File: src/rtl/ppb_pkg.sv
// ----------------------------------------------------------------------------
// ppb_pkg
// Types and constants of the page programming buffer pool.
// ----------------------------------------------------------------------------
`default_nettype none

package ppb_pkg;

  localparam int BUFFERS    = 4;
  localparam int PAGE_BYTES = 128;
  localparam int LANE_BYTES = 8;

  localparam int WORDS     = PAGE_BYTES / LANE_BYTES;
  localparam int BUF_W     = $clog2(BUFFERS);
  localparam int OFF_W     = $clog2(PAGE_BYTES);
  localparam int LANE_W    = $clog2(LANE_BYTES);
  localparam int WORD_W    = $clog2(WORDS);
  localparam int RAM_DEPTH = BUFFERS * WORDS;
  localparam int RAM_AW    = BUF_W + WORD_W;
  localparam int CNT_W     = $clog2(BUFFERS + 1);

  typedef enum logic [2:0] {
    CMD_ACQ_IN   = 3'd0,
    CMD_CHECK    = 3'd1,
    CMD_WRITE    = 3'd2,
    CMD_ACQ_PROG = 3'd3,
    CMD_RELEASE  = 3'd4,
    CMD_READ     = 3'd5
  } cmd_t;

  typedef enum logic [1:0] {
    ST_FREE    = 2'd0,
    ST_EMPTY   = 2'd1,
    ST_FILLING = 2'd2,
    ST_TOPROG  = 2'd3
  } slot_t;

  typedef enum logic [1:0] {
    LOP_NONE  = 2'd0,
    LOP_WRITE = 2'd1,
    LOP_READ  = 2'd2,
    LOP_SWEEP = 2'd3
  } lop_kind_t;

  // operation broadcast to every byte lane
  typedef struct packed {
    lop_kind_t          op;
    logic [RAM_AW-1:0]  addr;
    logic               flag;
    logic [OFF_W-1:0]   off;
    logic [3:0]         n;
    logic [63:0]        data;
  } lane_op_t;

endpackage

`default_nettype wire

File: src/rtl/ppb_ram.sv
// ----------------------------------------------------------------------------
// ppb_ram
// Generic single-write, single-read RAM with registered read data.
// ----------------------------------------------------------------------------
`default_nettype none

module ppb_ram #(
  parameter int WIDTH = 9,
  parameter int DEPTH = 64
) (
  input  wire logic                     clk,
  input  wire logic                     we,
  input  wire logic [$clog2(DEPTH)-1:0] waddr,
  input  wire logic [WIDTH-1:0]         wdata,
  input  wire logic [$clog2(DEPTH)-1:0] raddr,
  output      logic [WIDTH-1:0]         rdata
);

  logic [WIDTH-1:0] mem [DEPTH];

  always_ff @(posedge clk) begin
    if (we) begin
      mem[waddr] <= wdata;
    end
    rdata <= mem[raddr];
  end

endmodule

`default_nettype wire

File: src/rtl/ppb_lane.sv
// ----------------------------------------------------------------------------
// ppb_lane
// One byte lane: stores byte j of every page word with its unwritten flag.
// ----------------------------------------------------------------------------
`default_nettype none

module ppb_lane import ppb_pkg::*; (
  input  wire logic              clk,
  input  wire logic [LANE_W-1:0] lane_id,
  input  wire lane_op_t          lop,
  output      logic [7:0]        rd_byte
);

  logic [LANE_W-1:0] pick;
  logic [WORD_W-1:0] word;
  logic              we;
  logic [RAM_AW-1:0] waddr;
  logic [8:0]        wdata;
  logic [8:0]        q;

  // which byte of the offered data lands in this lane, and in which word
  always_comb begin
    pick  = lane_id - lop.off[LANE_W-1:0];
    word  = lop.off[OFF_W-1:LANE_W] + WORD_W'(lane_id < lop.off[LANE_W-1:0]);
    we    = 1'b0;
    waddr = lop.addr;
    wdata = {lop.flag, 8'h00};
    case (lop.op)
      LOP_WRITE: begin
        we    = {1'b0, pick} < lop.n;
        waddr = {lop.addr[RAM_AW-1 -: BUF_W], word};
        wdata = {1'b0, lop.data[{pick, 3'b000} +: 8]};
      end
      LOP_SWEEP: we = 1'b1;
      default:   we = 1'b0;
    endcase
  end

  ppb_ram #(.WIDTH(9), .DEPTH(RAM_DEPTH)) u_ram (
    .clk   (clk),
    .we    (we),
    .waddr (waddr),
    .wdata (wdata),
    .raddr (lop.addr),
    .rdata (q)
  );

  // unwritten bytes read back as erased flash
  assign rd_byte = q[8] ? 8'hFF : q[7:0];

endmodule

`default_nettype wire

File: config.mk
export PLATFORM = sky130hd
export DESIGN_NAME = ppb_lane
export DESIGN_NICKNAME = d
export VERILOG_FILES = /design/src/rtl/ppb_pkg.sv /design/src/rtl/ppb_ram.sv /design/src/rtl/ppb_lane.sv
export SDC_FILE = /design/constraint.sdc
export NUM_CORES = 1
export LEC_CHECK = 0
export BUFFER_PORTS_ARGS = -buffer_cell sky130_fd_sc_hd__buf_2
export CORE_UTILIZATION = 45
export DETAILED_ROUTE_END_ITERATION = 10
export PLACE_DENSITY = 0.68
export SLEW_MARGIN = 40
export SYNTH_ARGS = -nofsm -noshare
export SYNTH_HDL_FRONTEND = slang
export SYNTH_SLANG_ARGS = --single-unit
File: constraint.sdc
create_clock -name clk -period 6.06 [get_ports clk]
set_clock_uncertainty 0.05 [all_clocks]
set_input_delay 1.212 -clock clk [delete_from_list [all_inputs] [get_ports clk]]
set_output_delay 1.212 -clock clk [all_outputs]
set_load 0.005 [all_outputs]
==> summary.md <==
| Metric | Value |
|---|---|
| Status | complete, no violations |
| Detailed Route WL | 55.3 mm |
| Post-DRT Antenna Nets | 0 |
| Largest net degree at the start of global routing | 65 |
| Final net count | 1485 |
| Top cells by area, synth | edfxtp_1, mux4_2, mux2i_1 |
| H-Tree Depth | 2 |
| Cts hold-fix bufs | 0 |
| CP max FO | 32 |
| CTS tree | done |
| Yosys reg bits | 585 |
| Crit-path leading delay family | buffers and inverters |
| Pleak | 8.04 nW |
| Async S/R FF share, synth | 0 |
| Sequential share of the synthesized area | 0.737 |
| Worst r2r src | u_ram.mem[63][4] |
| Most frequent cells in the layout | edfxtp_1, mux4_2, buf_2, buf_4, nor3_1 |
| Layout cells sized above 1 | 0.303 |
| Filler Cell Count | 3980 |
| Slew Limit Headroom | 0.398 |
| Post-CTS Setup Bufs | 0 |
| Synth Flop Type | edfxtp_1 |
| Clock sinks | 585 |
| Worst Tran Pin Value | 0.895 ns |
| Non-Filler Instances | 2112 |
| Hold EP | u_ram.rdata[6] |
| WL per Instance | 26.2 um |
| Minimum clock period | 4.63 ns |
| Via density | 5.94 |
| Number of max-cap violations | 0 |
| GP Congestion | 0.810 |
| CTS Buffer Depth | 3 |
| GRT Total Usage | 0.211 |
| PD cells | 317 nW/um2 |
| Initial Util | 0.459 |
| Vias in the first global route | 12600 |
| Buf+Inv Stages, Crit Path | 6 |
| Placed Area | 25500 um2 |
| Clock-pin transition on the worst setup and hold timing paths | 0.06 ns |
| Netlist Area Pre-Place | 23700 um2 |
| Final Hold Vio Count | 0 |
| Critical hold path startpoint | u_ram.mem[25][6] |
| Finished Cell Area | 27400 um2 |
| Register-to-register path setup slack | 3.98 ns |
| Final slew viol count | 0 |
| PostCTS Resize Cnt | 0 |
| CP max stage cell | nor3_1 |
| Hold Crit Class | flip-flop to flip-flop |
| Unique masters post-synth | 55 |
| First-pass GRT wire length | 83.1 mm |
| R2r endpoint | u_ram.rdata[4] |
| Tcrit/Tclk final | 0.765 |
| GR Overflow Total | 0 |
| WP data required | 6.33 ns |
| Initial DRC count | 1600 |
| Slowest cell delay on critical path | 0.64 ns |
| Syn_nets | 1309 |
| Worst-skew pair later-pin latency | 0.60 ns |
| # diodes | 0 |
| Initial antenna violation count | 1 |
| Hpwl dp | 35.7 mm |
| Startpoint types | input pin |
| Crit path DAT | 4.90 ns |
| Reg2reg path depth | 5 |
| Vias | 12500 |
| Die X | 232 um |
| Std-Cell Rows | 83 |
| Dominant cell type by area after synthesis | edfxtp_1 |
| Crit path cell chain | buf_2 -> inv_1 -> ha_1 -> inv_1 -> fa_1 -> xnor2_1 -> clkinv_1 -> ha_1 -> o21ai_0 -> a21oi_1 -> o31a_1 -> buf_12 -> nor3_1 -> buf_4 |
| Mean Syn Cell Area | 19.6 um2 |
| Crit end category | flip-flop |
| Synth top area share | 0.729 |
| Area growth syn-to-layout | 15.5% |
| Cells after synthesis | 1212 |
| DRC | 0 |
| Most common cell after layout, fill and taps aside | edfxtp_1 |
| Post-Route Setup TNS | 0 ns |
| Die height | 232 um |
| Setup violations, final | 0 |
| WS Path Type | input pin to flip-flop |
| Max Clk Rate | 216 MHz |
| Pre-Repair DR Iteration Count | 5 |
| Yosys warnings | 0 |
| Ports | 96 |
| Die area | 53700 um2 |
| Hold Crit Depth | 5 |
| Number of flops mapped to enable cells by yosys | 576 |
| Placed Cells | 2010 |
| CTS buffer count | 55 |
| RSZ-0062 raised after global routing | false |
| Input/output buffers | 95 |
| Core area | 51700 um2 |
| CTS root buffer | clkbuf_16 |
| Worst VDD drop | 253 uV |
synth_stat cells (6+ instances only):
master	instances
buf_2	22
a221oi_1	19
mux2i_1	64
o22ai_1	15
nand2_1	51
nand3_1	8
nor3b_1	6
nor2_1	18
nor3_1	69
ha_1	8
edfxtp_1	576
a211o_1	7
mux4_1	9
dfxtp_1	9
inv_1	16
mux4_2	124
buf_6	8
or2_2	8
o21ai_0	22
nor2b_1	8
a221o_1	8
nand2b_1	9
clkbuf_1	30
a211oi_1	9
buf_1	6
a21oi_1	22
a31oi_1	13
report_power, final:
group | leakage (nW) | switching, mW | internal [mW]
Sequential | 4.35 | 0.0134 | 4.53
Combinational | 2.79 | 0.412 | 0.215
Clock | 0.901 | 1.44 | 2.07
worst min-delay path, delay by kind of cell (launching register included):
kind	cells	cell delay [ns]
flip-flops	1	0.32
AO/OA/AOI/OAI	1	0.08
multiplexers	1	0.22
AND/OR/NAND/NOR	3	0.27
cell type report:
cell class,count,area (um2),area share
clock buffer,70,1490,0.0542
clock inverter,31,354,0.0129
inverter,18,67.6,0.00247
multi-input combinational,532,5830,0.213
sequential,585,17500,0.638
tap,680,851,0.0311
timing repair buffer,196,1340,0.0488
stage by stage:
stage                     hold WS, ns  power, mW   util  setup slack, ns
after floorplan                 0.678       4.99      -            0.852
after global placement          0.856       5.23  0.491            0.760
after detailed placement        0.860       5.26  0.494            0.852
after CTS                       0.883       8.73  0.529             1.47
after global routing            0.932       8.92  0.530             1.13
final                           0.881       8.68  0.530             1.43
worst max path at each step:
stage | start | endpoint | slack [ns] | depth (start not counted)
after CTS | lane_id[0] | u_ram.mem[44][5] | 1.47 | 14
after global routing | lane_id[0] | u_ram.mem[44][5] | 1.13 | 14
final | lane_id[0] | u_ram.mem[42][7] | 1.43 | 14
after floorplan | lane_id[0] | u_ram.mem[0][6] | 0.85 | 9
after detailed placement | lane_id[0] | u_ram.mem[44][2] | 0.85 | 14
after global placement | lane_id[0] | u_ram.mem[0][1] | 0.76 | 13
flip-flops by register name, indices dropped and copies added (netlist names):
name	count
u_ram.rdata	9
u_ram.mem	576
layer usage:
layer,track usage,share of wire,vias to the layer above
met4,0.0578,0.025,2
met1,0.307,0.42,6492
met2,0.326,0.47,590
met5,0,0.00022,-
met3,0.0428,0.084,85
li1,-,-,5366
kinds of logic after synthesis:
group / synth area share
AOI/OAI and AO/OA: 0.0385
xor gates and xnor gates: 0.00148
adders and majority gates: 0.00506
buffers and inverters: 0.0229
DFF: 0.737
muxes: 0.157
and+or+nand+nor: 0.0389
Note: power is estimated with default switching activity, not from simulation.
